<file path="config.mk">
export PLATFORM = sky130hd
export DESIGN_NAME = port_bind_table_top
export DESIGN_NICKNAME = d
export VERILOG_FILES = /design/src/pbt_pkg.sv /design/src/pbt_slot_table.sv /design/src/pbt_match.sv /design/src/pbt_seq.sv /design/src/port_bind_table_top.sv
export SDC_FILE = /design/constraint.sdc
export NUM_CORES = 1
export LEC_CHECK = 0
export ABC_AREA = 0
export BUFFER_PORTS_ARGS = -buffer_cell sky130_fd_sc_hd__buf_2
export CORE_AREA = 2 2 375 377
export CTS_BUF_LIST = sky130_fd_sc_hd__clkbuf_4
export CTS_CLUSTER_DIAMETER = 100
export DETAILED_ROUTE_END_ITERATION = 10
export DIE_AREA = 0 0 377 379
export SETUP_SLACK_MARGIN = 0.4
export SYNTH_ARGS = -nofsm -noshare
export SYNTH_HDL_FRONTEND = slang
export SYNTH_SLANG_ARGS = --single-unit
</file>
<file path="constraint.sdc">
create_clock -name aclk -period 18.1 [get_ports aclk]
set_input_delay 3.62 -clock aclk [delete_from_list [all_inputs] [get_ports aclk]]
set_output_delay 3.62 -clock aclk [all_outputs]
set_load 0.02 [all_outputs]
</file>
<file path="src/pbt_pkg.sv">
// Package for the port binding table: field widths, operation and status codes,
// payload structs and internal control structs. No dependencies.

package pbt_pkg;

    localparam int MODE_W      = 2;
    localparam int SOCKET_ID_W = 4;
    localparam int PORT_W      = 16;
    localparam int IP_W        = 32;
    localparam int STATUS_W    = 3;
    localparam int MAX_SLOTS   = 2 ** SOCKET_ID_W;
    localparam int CFG_IDX_W   = 1;
    localparam int CFG_DATA_W  = 16;

    localparam logic [MODE_W-1:0] MODE_BIND     = 2'd0;
    localparam logic [MODE_W-1:0] MODE_AUTOBIND = 2'd1;
    localparam logic [MODE_W-1:0] MODE_RELEASE  = 2'd2;
    localparam logic [MODE_W-1:0] MODE_LOOKUP   = 2'd3;

    localparam logic [STATUS_W-1:0] ST_OK      = 3'd0;
    localparam logic [STATUS_W-1:0] ST_INVALID = 3'd1;
    localparam logic [STATUS_W-1:0] ST_IN_USE  = 3'd2;
    localparam logic [STATUS_W-1:0] ST_NO_PORT = 3'd3;
    localparam logic [STATUS_W-1:0] ST_MISS    = 3'd4;

    localparam logic [CFG_IDX_W-1:0] CFG_EPH_LOW  = 1'b0;
    localparam logic [CFG_IDX_W-1:0] CFG_EPH_HIGH = 1'b1;

    localparam logic [PORT_W-1:0] EPH_LOW_RESET  = 16'd49152;
    localparam logic [PORT_W-1:0] EPH_HIGH_RESET = 16'd65535;

    typedef struct packed {
        logic [MODE_W-1:0]      mode;
        logic [SOCKET_ID_W-1:0] socket_id;
        logic [PORT_W-1:0]      req_port;
        logic [IP_W-1:0]        req_ip;
    } pbt_in_t;

    typedef struct packed {
        logic [STATUS_W-1:0]    status;
        logic [PORT_W-1:0]      bound_port_out;
        logic [SOCKET_ID_W-1:0] found_socket;
        logic                   hit;
    } pbt_out_t;

    typedef struct packed {
        logic attach;
        logic rank_dec;
        logic detach;
    } pbt_tbl_cmd_t;

    typedef struct packed {
        logic port_hit;
        logic lookup_hit;
        logic bind_hit;
        logic rank_below;
        logic rank_above;
    } pbt_match_t;

endpackage

</file>
<file path="src/pbt_slot_table.sv">
// Slot table of the port binding table: bound flags, port, IP and bind rank per slot.
// One read address; writes come from the sequencer. Depends on pbt_pkg.

module pbt_slot_table #(
    parameter int SLOTS  = 16,
    parameter int SLOT_W = 4,
    parameter int RANK_W = 5
) (
    input  logic                      aclk,
    input  logic                      aresetn,
    input  pbt_pkg::pbt_tbl_cmd_t     cmd,
    input  logic [SLOT_W-1:0]         wr_sid,
    input  logic [pbt_pkg::PORT_W-1:0] wr_port,
    input  logic [pbt_pkg::IP_W-1:0]  wr_ip,
    input  logic [RANK_W-1:0]         wr_rank,
    input  logic [SLOT_W-1:0]         rd_idx,
    output logic                      rd_bound,
    output logic [pbt_pkg::PORT_W-1:0] rd_port,
    output logic [pbt_pkg::IP_W-1:0]  rd_ip,
    output logic [RANK_W-1:0]         rd_rank,
    output logic [SLOTS-1:0]          bound_vec
);

    logic [SLOTS-1:0]           bound_reg;
    logic [SLOTS-1:0]           bound_next;
    logic [pbt_pkg::PORT_W-1:0] port_reg [SLOTS];
    logic [pbt_pkg::IP_W-1:0]   ip_reg   [SLOTS];
    logic [RANK_W-1:0]          rank_reg [SLOTS];

    always_comb begin
        bound_next = bound_reg;
        if (cmd.attach) begin
            bound_next[wr_sid] = 1'b1;
        end
        if (cmd.detach) begin
            bound_next[wr_sid] = 1'b0;
        end
    end

    always_ff @(posedge aclk) begin
        if (!aresetn) begin
            bound_reg <= '0;
        end else begin
            bound_reg <= bound_next;
        end
    end

    always_ff @(posedge aclk) begin
        if (cmd.attach) begin
            port_reg[wr_sid] <= wr_port;
            ip_reg[wr_sid]   <= wr_ip;
        end
        if (cmd.attach) begin
            rank_reg[wr_sid] <= wr_rank;
        end else if (cmd.rank_dec) begin
            rank_reg[rd_idx] <= rank_reg[rd_idx] - RANK_W'(1);
        end
    end

    assign rd_bound  = bound_reg[rd_idx];
    assign rd_port   = port_reg[rd_idx];
    assign rd_ip     = ip_reg[rd_idx];
    assign rd_rank   = rank_reg[rd_idx];
    assign bound_vec = bound_reg;

endmodule

</file>
<file path="src/pbt_match.sv">
// Shared compare unit: matches one table entry against the current key and rank.
// Used by every scan of the sequencer. Depends on pbt_pkg.

module pbt_match #(
    parameter int RANK_W = 5
) (
    input  logic                       ent_bound,
    input  logic [pbt_pkg::PORT_W-1:0] ent_port,
    input  logic [pbt_pkg::IP_W-1:0]   ent_ip,
    input  logic [RANK_W-1:0]          ent_rank,
    input  logic [pbt_pkg::PORT_W-1:0] key_port,
    input  logic [pbt_pkg::IP_W-1:0]   key_ip,
    input  logic [RANK_W-1:0]          rank_ref,
    output pbt_pkg::pbt_match_t        match
);

    logic ent_ip_any;
    logic key_ip_any;
    logic ip_eq;

    assign ent_ip_any = (ent_ip == '0);
    assign key_ip_any = (key_ip == '0);
    assign ip_eq      = (ent_ip == key_ip);

    always_comb begin
        match.port_hit   = ent_bound && (ent_port == key_port);
        match.lookup_hit = match.port_hit && (ent_ip_any || ip_eq);
        match.bind_hit   = match.port_hit && (ent_ip_any || key_ip_any || ip_eq);
        match.rank_below = (ent_rank < rank_ref);
        match.rank_above = (ent_rank > rank_ref);
    end

endmodule

</file>
<file path="src/pbt_seq.sv">
// Sequencer of the port binding table: decodes an item, walks the slot table one
// slot per cycle through the shared compare unit and builds the result. Depends on pbt_pkg.

module pbt_seq #(
    parameter int SLOTS  = 16,
    parameter int SLOT_W = 4,
    parameter int RANK_W = 5
) (
    input  logic                       aclk,
    input  logic                       aresetn,
    input  logic                       in_valid,
    output logic                       in_ready,
    input  pbt_pkg::pbt_in_t           in_data,
    input  logic [pbt_pkg::PORT_W-1:0] eph_low,
    input  logic [pbt_pkg::PORT_W-1:0] eph_high,
    input  logic [SLOTS-1:0]           bound_vec,
    input  logic                       rd_bound,
    input  logic [pbt_pkg::PORT_W-1:0] rd_port,
    input  logic [RANK_W-1:0]          rd_rank,
    input  pbt_pkg::pbt_match_t        match,
    output logic [SLOT_W-1:0]          rd_idx,
    output pbt_pkg::pbt_tbl_cmd_t      cmd,
    output logic [SLOT_W-1:0]          wr_sid,
    output logic [pbt_pkg::PORT_W-1:0] wr_port,
    output logic [pbt_pkg::IP_W-1:0]   wr_ip,
    output logic [RANK_W-1:0]          wr_rank,
    output logic [pbt_pkg::PORT_W-1:0] key_port,
    output logic [pbt_pkg::IP_W-1:0]   key_ip,
    output logic [RANK_W-1:0]          rank_ref,
    input  logic                       out_free,
    output logic                       res_valid,
    output pbt_pkg::pbt_out_t          res_data
);

    localparam int ID_EXT_W = pbt_pkg::SOCKET_ID_W + 1;
    localparam int PORT_EXT_W = pbt_pkg::PORT_W + 1;
    localparam logic [ID_EXT_W-1:0] SLOT_LIMIT = ID_EXT_W'(SLOTS);
    localparam logic [SLOT_W-1:0]   LAST_IDX = SLOT_W'(SLOTS - 1);

    typedef enum logic [5:0] {
        S_IDLE = 6'b000001,
        S_SCAN = 6'b000010,
        S_READ = 6'b000100,
        S_CAND = 6'b001000,
        S_DEC  = 6'b010000,
        S_DONE = 6'b100000
    } state_t;

    state_t                         state_reg, state_next;
    logic [pbt_pkg::MODE_W-1:0]     op_reg, op_next;
    logic [SLOT_W-1:0]              sid_reg, sid_next;
    logic [pbt_pkg::PORT_W-1:0]     key_port_reg, key_port_next;
    logic [pbt_pkg::IP_W-1:0]       key_ip_reg, key_ip_next;
    logic [SLOT_W-1:0]              idx_reg, idx_next;
    logic [RANK_W-1:0]              rank_ref_reg, rank_ref_next;
    logic                           hit_reg, hit_next;
    logic [SLOT_W-1:0]              found_reg, found_next;
    logic [PORT_EXT_W-1:0]          remain_reg, remain_next;
    logic [pbt_pkg::PORT_W-1:0]     next_eph_reg, next_eph_next;
    logic [RANK_W-1:0]              total_reg, total_next;
    pbt_pkg::pbt_out_t              res_reg, res_next;

    logic                           sid_ok;
    logic [SLOT_W-1:0]              sid_idx;
    logic                           last;
    logic [PORT_EXT_W-1:0]          cand_inc;
    logic [pbt_pkg::PORT_W-1:0]     cand_nxt;
    logic [pbt_pkg::PORT_W-1:0]     eph_start;
    logic [PORT_EXT_W-1:0]          eph_span;

    assign sid_ok  = ({1'b0, in_data.socket_id} < SLOT_LIMIT);
    assign sid_idx = in_data.socket_id[SLOT_W-1:0];
    assign last    = (idx_reg == LAST_IDX);

    assign cand_inc  = {1'b0, key_port_reg} + PORT_EXT_W'(1);
    assign cand_nxt  = (cand_inc > {1'b0, eph_high}) ? eph_low : cand_inc[pbt_pkg::PORT_W-1:0];
    assign eph_start = (next_eph_reg < eph_low || next_eph_reg > eph_high) ? eph_low
                                                                           : next_eph_reg;
    assign eph_span  = {1'b0, eph_high} - {1'b0, eph_low} + PORT_EXT_W'(1);

    always_comb begin
        state_next    = state_reg;
        op_next       = op_reg;
        sid_next      = sid_reg;
        key_port_next = key_port_reg;
        key_ip_next   = key_ip_reg;
        idx_next      = idx_reg;
        rank_ref_next = rank_ref_reg;
        hit_next      = hit_reg;
        found_next    = found_reg;
        remain_next   = remain_reg;
        next_eph_next = next_eph_reg;
        total_next    = total_reg;
        res_next      = res_reg;
        cmd           = '0;

        case (state_reg)
            S_IDLE: begin
                if (in_valid) begin
                    op_next       = in_data.mode;
                    sid_next      = sid_idx;
                    key_port_next = in_data.req_port;
                    key_ip_next   = in_data.req_ip;
                    idx_next      = '0;
                    hit_next      = 1'b0;
                    found_next    = '0;
                    res_next      = '0;
                    res_next.status = pbt_pkg::ST_OK;
                    if (in_data.mode == pbt_pkg::MODE_LOOKUP) begin
                        state_next = S_SCAN;
                    end else if (!sid_ok) begin
                        res_next.status = pbt_pkg::ST_INVALID;
                        state_next      = S_DONE;
                    end else begin
                        case (in_data.mode)
                            pbt_pkg::MODE_BIND: begin
                                if (in_data.req_port == '0 || bound_vec[sid_idx]) begin
                                    res_next.status = pbt_pkg::ST_INVALID;
                                    state_next      = S_DONE;
                                end else begin
                                    state_next = S_SCAN;
                                end
                            end
                            pbt_pkg::MODE_AUTOBIND: begin
                                key_ip_next = '0;
                                if (bound_vec[sid_idx]) begin
                                    idx_next   = sid_idx;
                                    state_next = S_READ;
                                end else if (eph_low > eph_high) begin
                                    res_next.status = pbt_pkg::ST_NO_PORT;
                                    state_next      = S_DONE;
                                end else begin
                                    key_port_next = eph_start;
                                    remain_next   = eph_span;
                                    state_next    = S_CAND;
                                end
                            end
                            default: begin
                                if (bound_vec[sid_idx]) begin
                                    idx_next   = sid_idx;
                                    state_next = S_READ;
                                end else begin
                                    state_next = S_DONE;
                                end
                            end
                        endcase
                    end
                end
            end

            S_CAND: begin
                next_eph_next = cand_nxt;
                if (key_port_reg == '0) begin
                    if (remain_reg == PORT_EXT_W'(1)) begin
                        res_next.status = pbt_pkg::ST_NO_PORT;
                        state_next      = S_DONE;
                    end else begin
                        remain_next   = remain_reg - PORT_EXT_W'(1);
                        key_port_next = cand_nxt;
                    end
                end else begin
                    idx_next   = '0;
                    state_next = S_SCAN;
                end
            end

            S_SCAN: begin
                case (op_reg)
                    pbt_pkg::MODE_LOOKUP: begin
                        if (match.lookup_hit && (!hit_reg || match.rank_below)) begin
                            hit_next      = 1'b1;
                            found_next    = idx_reg;
                            rank_ref_next = rd_rank;
                        end
                        if (last) begin
                            res_next.hit          = hit_next;
                            res_next.status       = hit_next ? pbt_pkg::ST_OK : pbt_pkg::ST_MISS;
                            res_next.found_socket = hit_next
                                ? pbt_pkg::SOCKET_ID_W'(found_next) : '0;
                            state_next = S_DONE;
                        end else begin
                            idx_next = idx_reg + SLOT_W'(1);
                        end
                    end
                    pbt_pkg::MODE_BIND: begin
                        if (match.bind_hit) begin
                            res_next.status = pbt_pkg::ST_IN_USE;
                            state_next      = S_DONE;
                        end else if (last) begin
                            cmd.attach              = 1'b1;
                            total_next              = total_reg + RANK_W'(1);
                            res_next.bound_port_out = key_port_reg;
                            state_next              = S_DONE;
                        end else begin
                            idx_next = idx_reg + SLOT_W'(1);
                        end
                    end
                    pbt_pkg::MODE_AUTOBIND: begin
                        if (match.port_hit) begin
                            if (remain_reg == PORT_EXT_W'(1)) begin
                                res_next.status = pbt_pkg::ST_NO_PORT;
                                state_next      = S_DONE;
                            end else begin
                                remain_next   = remain_reg - PORT_EXT_W'(1);
                                key_port_next = cand_nxt;
                                state_next    = S_CAND;
                            end
                        end else if (last) begin
                            cmd.attach              = 1'b1;
                            total_next              = total_reg + RANK_W'(1);
                            res_next.bound_port_out = key_port_reg;
                            state_next              = S_DONE;
                        end else begin
                            idx_next = idx_reg + SLOT_W'(1);
                        end
                    end
                    default: begin
                        state_next = S_DONE;
                    end
                endcase
            end

            S_READ: begin
                if (op_reg == pbt_pkg::MODE_AUTOBIND) begin
                    res_next.bound_port_out = rd_port;
                    state_next              = S_DONE;
                end else begin
                    rank_ref_next = rd_rank;
                    idx_next      = '0;
                    state_next    = S_DEC;
                end
            end

            S_DEC: begin
                if (rd_bound && match.rank_above) begin
                    cmd.rank_dec = 1'b1;
                end
                if (last) begin
                    cmd.detach = 1'b1;
                    total_next = total_reg - RANK_W'(1);
                    state_next = S_DONE;
                end else begin
                    idx_next = idx_reg + SLOT_W'(1);
                end
            end

            S_DONE: begin
                if (out_free) begin
                    state_next = S_IDLE;
                end
            end

            default: begin
                state_next = S_IDLE;
            end
        endcase
    end

    always_ff @(posedge aclk) begin
        if (!aresetn) begin
            state_reg    <= S_IDLE;
            total_reg    <= '0;
            next_eph_reg <= pbt_pkg::EPH_LOW_RESET;
        end else begin
            state_reg    <= state_next;
            total_reg    <= total_next;
            next_eph_reg <= next_eph_next;
        end
    end

    always_ff @(posedge aclk) begin
        op_reg       <= op_next;
        sid_reg      <= sid_next;
        key_port_reg <= key_port_next;
        key_ip_reg   <= key_ip_next;
        idx_reg      <= idx_next;
        rank_ref_reg <= rank_ref_next;
        hit_reg      <= hit_next;
        found_reg    <= found_next;
        remain_reg   <= remain_next;
        res_reg      <= res_next;
    end

    assign in_ready  = (state_reg == S_IDLE);
    assign res_valid = (state_reg == S_DONE);
    assign res_data  = res_reg;
    assign rd_idx    = idx_reg;
    assign wr_sid    = sid_reg;
    assign wr_port   = key_port_reg;
    assign wr_ip     = key_ip_reg;
    assign wr_rank   = total_reg;
    assign key_port  = key_port_reg;
    assign key_ip    = key_ip_reg;
    assign rank_ref  = rank_ref_reg;

endmodule

</file>
<file path="src/port_bind_table_top.sv">
// Top level of the port binding table: configuration registers, output register,
// and the sequencer, slot table and compare unit. Depends on pbt_pkg and src modules.
//
// Usage:
//   s_valid/s_ready/s_data carry one request item (bind, autobind, release, lookup).
//   m_valid/m_ready/m_data carry exactly one result item per request, in order.
//   cfg_we/cfg_index/cfg_wdata write ephemeral_low (index 0) or ephemeral_high (1);
//   write only while no request is in flight.
// Flow of a request (s_ready stays low until its result has left the sequencer):
//   lookup and a bind without conflict walk every slot once.
//   A bind conflict ends the walk at the first holder of the port.
//   release of a bound slot reads its slot, then walks all slots.
//   autobind of a bound slot reads its slot and returns its port. A bad slot
//   (outside lookup), an immediate reject or a release of an unbound slot go straight to the result.
//   autobind search: each candidate is checked by a walk up to its first holder
//   (all slots for a free port); port 0 is skipped; each port is tried at most once.
//   Each walk goes through the single compare unit, one slot per cycle.
// Reset clears all bindings and sets the autobind pointer to 49152.
// A result waiting on a stalled m_ready sits in the output register; a new
// request is still accepted, and its result is held until the register frees.

module port_bind_table_top #(
    parameter int SOCKET_SLOTS = 16
) (
    input  logic                                 aclk,
    input  logic                                 aresetn,
    input  logic                                 s_valid,
    output logic                                 s_ready,
    input  pbt_pkg::pbt_in_t                     s_data,
    output logic                                 m_valid,
    input  logic                                 m_ready,
    output pbt_pkg::pbt_out_t                    m_data,
    input  logic                                 cfg_we,
    input  logic [pbt_pkg::CFG_IDX_W-1:0]        cfg_index,
    input  logic [pbt_pkg::CFG_DATA_W-1:0]       cfg_wdata
);

    localparam int SLOTS  = (SOCKET_SLOTS < pbt_pkg::MAX_SLOTS) ? SOCKET_SLOTS
                                                                : pbt_pkg::MAX_SLOTS;
    localparam int SLOT_W = (SLOTS > 1) ? $clog2(SLOTS) : 1;
    localparam int RANK_W = $clog2(SLOTS + 1);

    logic [pbt_pkg::PORT_W-1:0] eph_low_reg, eph_low_next;
    logic [pbt_pkg::PORT_W-1:0] eph_high_reg, eph_high_next;
    logic                       m_valid_reg, m_valid_next;
    pbt_pkg::pbt_out_t          m_data_reg, m_data_next;

    logic                       out_free;
    logic                       res_valid;
    pbt_pkg::pbt_out_t          res_data;
    logic [SLOTS-1:0]           bound_vec;
    logic                       rd_bound;
    logic [pbt_pkg::PORT_W-1:0] rd_port;
    logic [pbt_pkg::IP_W-1:0]   rd_ip;
    logic [RANK_W-1:0]          rd_rank;
    logic [SLOT_W-1:0]          rd_idx;
    pbt_pkg::pbt_tbl_cmd_t      cmd;
    logic [SLOT_W-1:0]          wr_sid;
    logic [pbt_pkg::PORT_W-1:0] wr_port;
    logic [pbt_pkg::IP_W-1:0]   wr_ip;
    logic [RANK_W-1:0]          wr_rank;
    logic [pbt_pkg::PORT_W-1:0] key_port;
    logic [pbt_pkg::IP_W-1:0]   key_ip;
    logic [RANK_W-1:0]          rank_ref;
    pbt_pkg::pbt_match_t        match;

    always_comb begin
        eph_low_next  = eph_low_reg;
        eph_high_next = eph_high_reg;
        if (cfg_we) begin
            case (cfg_index)
                pbt_pkg::CFG_EPH_LOW: begin
                    eph_low_next = cfg_wdata[pbt_pkg::PORT_W-1:0];
                end
                pbt_pkg::CFG_EPH_HIGH: begin
                    eph_high_next = cfg_wdata[pbt_pkg::PORT_W-1:0];
                end
                default: begin
                end
            endcase
        end
    end

    assign out_free = !m_valid_reg || m_ready;

    always_comb begin
        m_valid_next = m_valid_reg;
        m_data_next  = m_data_reg;
        if (res_valid && out_free) begin
            m_valid_next = 1'b1;
            m_data_next  = res_data;
        end else if (m_ready) begin
            m_valid_next = 1'b0;
        end
    end

    always_ff @(posedge aclk) begin
        if (!aresetn) begin
            eph_low_reg  <= pbt_pkg::EPH_LOW_RESET;
            eph_high_reg <= pbt_pkg::EPH_HIGH_RESET;
            m_valid_reg  <= 1'b0;
        end else begin
            eph_low_reg  <= eph_low_next;
            eph_high_reg <= eph_high_next;
            m_valid_reg  <= m_valid_next;
        end
    end

    always_ff @(posedge aclk) begin
        m_data_reg <= m_data_next;
    end

    assign m_valid = m_valid_reg;
    assign m_data  = m_data_reg;

    pbt_slot_table #(
        .SLOTS  (SLOTS),
        .SLOT_W (SLOT_W),
        .RANK_W (RANK_W)
    ) u_table (
        .aclk      (aclk),
        .aresetn   (aresetn),
        .cmd       (cmd),
        .wr_sid    (wr_sid),
        .wr_port   (wr_port),
        .wr_ip     (wr_ip),
        .wr_rank   (wr_rank),
        .rd_idx    (rd_idx),
        .rd_bound  (rd_bound),
        .rd_port   (rd_port),
        .rd_ip     (rd_ip),
        .rd_rank   (rd_rank),
        .bound_vec (bound_vec)
    );

    pbt_match #(
        .RANK_W (RANK_W)
    ) u_match (
        .ent_bound (rd_bound),
        .ent_port  (rd_port),
        .ent_ip    (rd_ip),
        .ent_rank  (rd_rank),
        .key_port  (key_port),
        .key_ip    (key_ip),
        .rank_ref  (rank_ref),
        .match     (match)
    );

    pbt_seq #(
        .SLOTS  (SLOTS),
        .SLOT_W (SLOT_W),
        .RANK_W (RANK_W)
    ) u_seq (
        .aclk      (aclk),
        .aresetn   (aresetn),
        .in_valid  (s_valid),
        .in_ready  (s_ready),
        .in_data   (s_data),
        .eph_low   (eph_low_reg),
        .eph_high  (eph_high_reg),
        .bound_vec (bound_vec),
        .rd_bound  (rd_bound),
        .rd_port   (rd_port),
        .rd_rank   (rd_rank),
        .match     (match),
        .rd_idx    (rd_idx),
        .cmd       (cmd),
        .wr_sid    (wr_sid),
        .wr_port   (wr_port),
        .wr_ip     (wr_ip),
        .wr_rank   (wr_rank),
        .key_port  (key_port),
        .key_ip    (key_ip),
        .rank_ref  (rank_ref),
        .out_free  (out_free),
        .res_valid (res_valid),
        .res_data  (res_data)
    );

endmodule
</file>
---- Word-level counts from Yosys, hierarchy flattened ----
Memories as Yosys holds them, arrays and structs flattened. A register that Yosys moved wholly into a read port is not among the register bits.
Index checks and enable logic that the tools add are counted.
operators by class
  add/subtract/negate cells ............... 8
  $lt $le $gt $ge ......................... 10
  equal/unequal tests ..................... 38
  mux-type cells .......................... 124
  bitwise operators ....................... 4
  reductions and logical operators ........ 43
operators with widths
  kind                                            number
  two-way mux 16 bit                              17
  two-way mux 17 bit                              9
  one-hot mux 16 bit (3 select lines)             2
  two-way mux 6 bit                               14
  two-way mux 4 bit                               17
  logical NOT 32 bit                              2
  two-way mux 32 bit                              2
  one-hot mux 17 bit (3 select lines)             1
  two-way mux 5 bit                               10
  one-hot mux 5 bit (2 select lines)              4
  one-hot mux 6 bit (6 select lines)              1
  == test 32 bit                                  1
  greater-than comparator 16 bit                  2
  logical NOT 16 bit                              2
  one-hot mux 16 bit (2 select lines)             1
  two-way mux 24 bit                              1
  two-way mux 3 bit                               8
  two-way mux 1 bit                               22
  one-hot mux 4 bit (5 select lines)              1
  inequality test 2 bit (second input constant)   9
  one-hot mux 3 bit (3 select lines)              2
  one-hot mux 6 bit (3 select lines)              1
  adder 16 x 1 -> 17 bit (second input constant)  1
  adder 17 x 1 -> 17 bit (second input constant)  1
  other kinds (53)                                96
storage, ports and cells
  flip-flop bits (word level) ............. 209
  bits in writable memories ............... 848
  input port bits ......................... 76
  output and inout bits ................... 26
  word-level logic and storage cells ...... 254
  memories ................................ 3
memories
  name              words  width  rd ports  clocked after memory_dff  wr ports  RTL line              text
  u_table.ip_reg    16     32     1         1                         1         pbt_slot_table.sv:27  logic [pbt_pkg::IP_W-1:0] ip_reg [SLOTS];
  u_table.port_reg  16     16     1         1                         1         pbt_slot_table.sv:26  logic [pbt_pkg::PORT_W-1:0] port_reg [SLOTS];
  u_table.rank_reg  16     5      1         1                         1         pbt_slot_table.sv:28  logic [RANK_W-1:0] rank_reg [SLOTS];

---- Depth between registers and ports, before layout ----
  depth after elaboration ................. 12
  gate-level depth with buffers ........... 22
  gate-level depth less buffers ........... 16

---- Cells and area by module ----
From an unflattened synthesis, not the netlist that was laid out.
second synthesis, totals
  cell total of the unflattened synthesis .. 2571
  area, all modules ....................... 45482.4 um^2
by module, submodules not included
  module               times used  cells an instance  area an instance (um^2)  seq. area each (um^2)
  pbt_slot_table       1           1312               32821.5                  25784.7
  pbt_seq              1           979                9706.8                   3813.7
  port_bind_table_top  1           172                2133.3                   1381.3
  pbt_match            1           108                820.8                    0.0

---- Worst setup path after synthesis ----
No wires, ideal clock.
  kind .................................... in2reg
  start ................................... in s_data[48] in the netlist's numbering
  end ..................................... reg u_seq.remain_reg[0], enable pin
  setup time .............................. 0.418 ns
  arrival time ............................ 7.222 ns
  required time ........................... 17.682 ns
  slack ................................... 10.460 ns
  cell stages on the path ................. 8
  path buffers ............................ 3
  cells stage by stage .................... clkbuf_1 mux4_2 mux4_2 or2_2 or2_2 clkbuf_1 clkbuf_1 a211oi_1
on the way
  cells in the longest elaborated chain, start to end .. 4
ends and longest elaborated chain
  element                                  RTL line                   text
  from (decl)                              port_bind_table_top.sv:29  input pbt_pkg::pbt_in_t s_data,
  binary-select mux 1 bit (select 4 bit)   pbt_seq.sv:126             if (bound_vec[sid_idx]) begin
  two-way mux 1 bit (not written as such)  pbt_seq.sv:126
  inequality test 2 bit (no line)          --
  AND reduction 9 bit (no line)            --
  to (signal assigned)                     pbt_seq.sv:280             remain_reg <= remain_next;
  to (decl)                                pbt_seq.sv:58              logic [PORT_EXT_W-1:0] remain_reg, remain_next;
Every way passes these cells. The select of a mux whose other input is x is not followed.
A chain may end at the register's enable or synchronous reset.

==> metrics <==
IO buf count=101; fmax=roughly 0.14 GHz; routed length per instance=about 24 microns; clk_skew=87.46 ps; worst path bufs/invs=3; status=complete, no violations; Die ar.=about 140000 sq um; clk sinks=roughly 1100; critical path's most frequent cell=buf_4; Routed WL=roughly 130000 microns; die height=between 300 and 400 microns; Clock Tree Root=clkbuf_4; post-DP HPWL=between 70000 and 80000 microns; Mapped Area=just under 50000 sq um; row count=about 140; number of flip-flops in the largest register=~510; routed via count=around 29000; clock slew at reported path FFs=around 60 ps; RSZ-0062 raised after global routing=no; Power Density=117.0 nW/um^2; CP max stage cell=a311oi_4; total gr overflow=0; Max Root-Sink Buffers=4; Slew Limit Fails=0; largest net degree at the start of global routing=a little over 100; first-pass GRT wire length=~190000 microns; drc violations=0; post-synthesis register bit count=1061; kind of path behind the tightest hold check=reg2reg; core area=approximately 140000 sq um; synth warn=0; Combinational Power Share=between 20 and 25%; share of layout cells above drive strength 1=24.50%; Pleak=between 15 and 20 nW; CP max stage delay=about 850 ps; initial antenna violation count=7; ANT nets after route=0; critical path class=reg2reg; hold_buf cts=0; Hold Slack=~420 ps; Critical Path RT=roughly 19000 ps; r2r setup slk=approximately 11000 ps; CP cell instances=buf_4 -> buf_4 -> mux4_2 -> mux2i_1 -> mux2i_1 -> xor2_1 -> or4_1 -> nor4_1 -> a311oi_4 -> o22ai_2 -> nand4b_2 -> nor2_4 -> buf_4; Post-Syn Nets=around 3300; Critical Path Source Type=flop; number of I/O pins=just over 100; effective utilization at floorplan=around a third; P_sw=~1.9 mW; switch share=between 30 and 40%; async set-reset flop share out of synthesis=0%; Multi-input gate area=around 16000 sq um; Iter 0 DRT Violations=2592; Reg2Reg Depth=13; H-tree levels=5; WHS Path Cells=0; Horiz. Die Dim=roughly 380 microns; Levels on crit path=13; min Tclk post-route=~7100 ps; Synth cell types=a little under 100; TritonCTS clock tree=built; ys flop type=edfxtp_1; Final nets=3562; vias in the first global route=29580; total track usage=17.88%; Seq/Total Area, Yosys=around 64%; TritonRoute pass-1 iters=6; Internal=between 4 and 5 mW; Avg Inst Size Synth=between 15 and 20 sq um; CP max FO=between 50 and 60; Slew headroom=between 10% and 20%; Post-CTS Setup Bufs=0; Placer Congestion=around 0.85; via/cell ratio=approximately 5.5; area grow syn2layout=12.10%; Skew-Pair Late Insertion Delay=about 1200 ps; max_cap viols=0; Flop pwr share=between 40% and 50%; setup TNS=0 ps; Filler cells=about 13000; Inserted Clock Buffers=~300; Slew @ Worst Pin=1202 ps; Final Cycle Share=roughly 40%; post_cts resized=0; register area=31070 sq um; Post-synth EDFFs=between 900 and 1000; final hold vios=0; critical path's top delay family=buffers and inverters; Worst Setup End Kind=flop; synthesized instance count=about 3100; setup violators final=0; WP data arrival=between 7000 and 8000 ps; Clock power frac=about a third; maximum VDD drop=~0.056 mV
Yosys cell counts, types with 42 or more instances:
library cell | number | area, sq um
clkbuf_1 | 79 | 296.5
nor2_1 | 130 | 488.0
xor2_1 | 42 | 367.9
ha_1 | 111 | 1389
xnor2_1 | 82 | 718.2
o21ai_0 | 90 | 450.4
nand2_1 | 191 | 716.9
o211ai_1 | 44 | 330.3
dfxtp_1 | 80 | 1602
mux2i_1 | 179 | 1792
edfxtp_1 | 981 | 29460
inv_1 | 74 | 277.8
mux4_2 | 215 | 4842
nor3_1 | 47 | 235.2
nand3_1 | 64 | 320.3
a21oi_1 | 67 | 335.3
worst register-to-register path: stages (launching register included):
cell      delay (ps)
dfxtp_4          700
buf_4            640
buf_4            760
mux4_2           650
mux2i_1          220
mux2i_1          120
xor2_1           240
or4_1            240
nor4_1           110
a311oi_4         850
o22ai_2          280
nand4b_2         560
nor2_4           830
buf_4            540
cell type report:
type,instances,area share (%)
Inverter,75,0.5257
Timing Repair Buffer,173,1.951
Sequential cell,1061,57.26
Multi-Input combinational cell,1768,29.91
Tap cell,1807,4.166
Antenna cell,3,0.01383
Clock inverter,81,0.6779
Clock buffer,397,5.492
layer usage:
metal	track usage, %	vias to the layer above	part of all wire (%)
li1	-	12978	-
met1	23.68	15008	42
met2	28.59	1141	48
met3	4.100	207	7.5
met4	6.838	8	2.7
met5	0	-	0.040
cells by family (layout without fill, tap and decap cells):
family                     Yosys count  after routing  synth area share (%)
adders and majority gates          114            114                 2.993
DFF                               1061           1061                 64.16
and+or+nand+nor                    690            690                 7.263
other                                0              3                     0
muxes                              418            418                 14.54
buffers and inverters              247            726                 2.621
AOI/OAI and AO/OA                  421            421                 6.151
xor gates and xnor gates           125            125                 2.277
per-stage QoR:
stage	std cells	total power, mW	instance area [sq um]	utilization (%)	worst slack, ps
4_1_cts	5362	6.414	54260	39.08	10820
3_5_place_dp	4884	4.393	50910	36.67	10880
2_1_floorplan	3076	3.989	48410	-	10460
5_1_grt	5365	6.656	54270	39.08	10480
3_3_place_gp	4884	4.385	50910	36.67	11010
6_report	5365	6.349	54270	39.08	10980
layout by cell type, fill, tap and decap left out, drive strengths merged, types with 19 or more instances in the layout:
cell	count
o211ai	44
inv	75
o21ai	95
clkinv	79
nand2	191
nor2	131
a21boi	20
edfxtp	981
and2	36
xnor2	83
nor4	41
mux2i	179
nand2b	20
mux4	224
or4	21
and3	24
a2111oi	21
nand3	64
nor3	47
clkbuf	397
a21o	24
a21oi	67
nor2b	19
nand4	31
ha	111
xor2	42
dfxtp	80
buf	173
a211o	19
path summary, 6_finish.rpt:
path,startpoint,to
hold / removal,u_seq.res_data[7]$_DFFE_PP_,m_data[7]$_DFFE_PP_
setup reg to reg,flop,u_table.ip_reg[0][6]$_DFFE_PP_
setup / recovery,flop,u_table.ip_reg[0][6]$_DFFE_PP_
hold reg to reg,u_seq.res_data[7]$_DFFE_PP_,m_data[7]$_DFFE_PP_
power by group through the flow:
stage	Sequential, mW	Clock [mW]	Combinational (mW)
finish	2.95	2.01	1.39
global route	2.97	2.19	1.50
CTS	2.96	2.07	1.39
detailed placement	3.01	0	1.38
global placement	3.01	0	1.38
floorplan	2.93	0	1.06
Note: power is estimated with default switching activity, not from simulation.
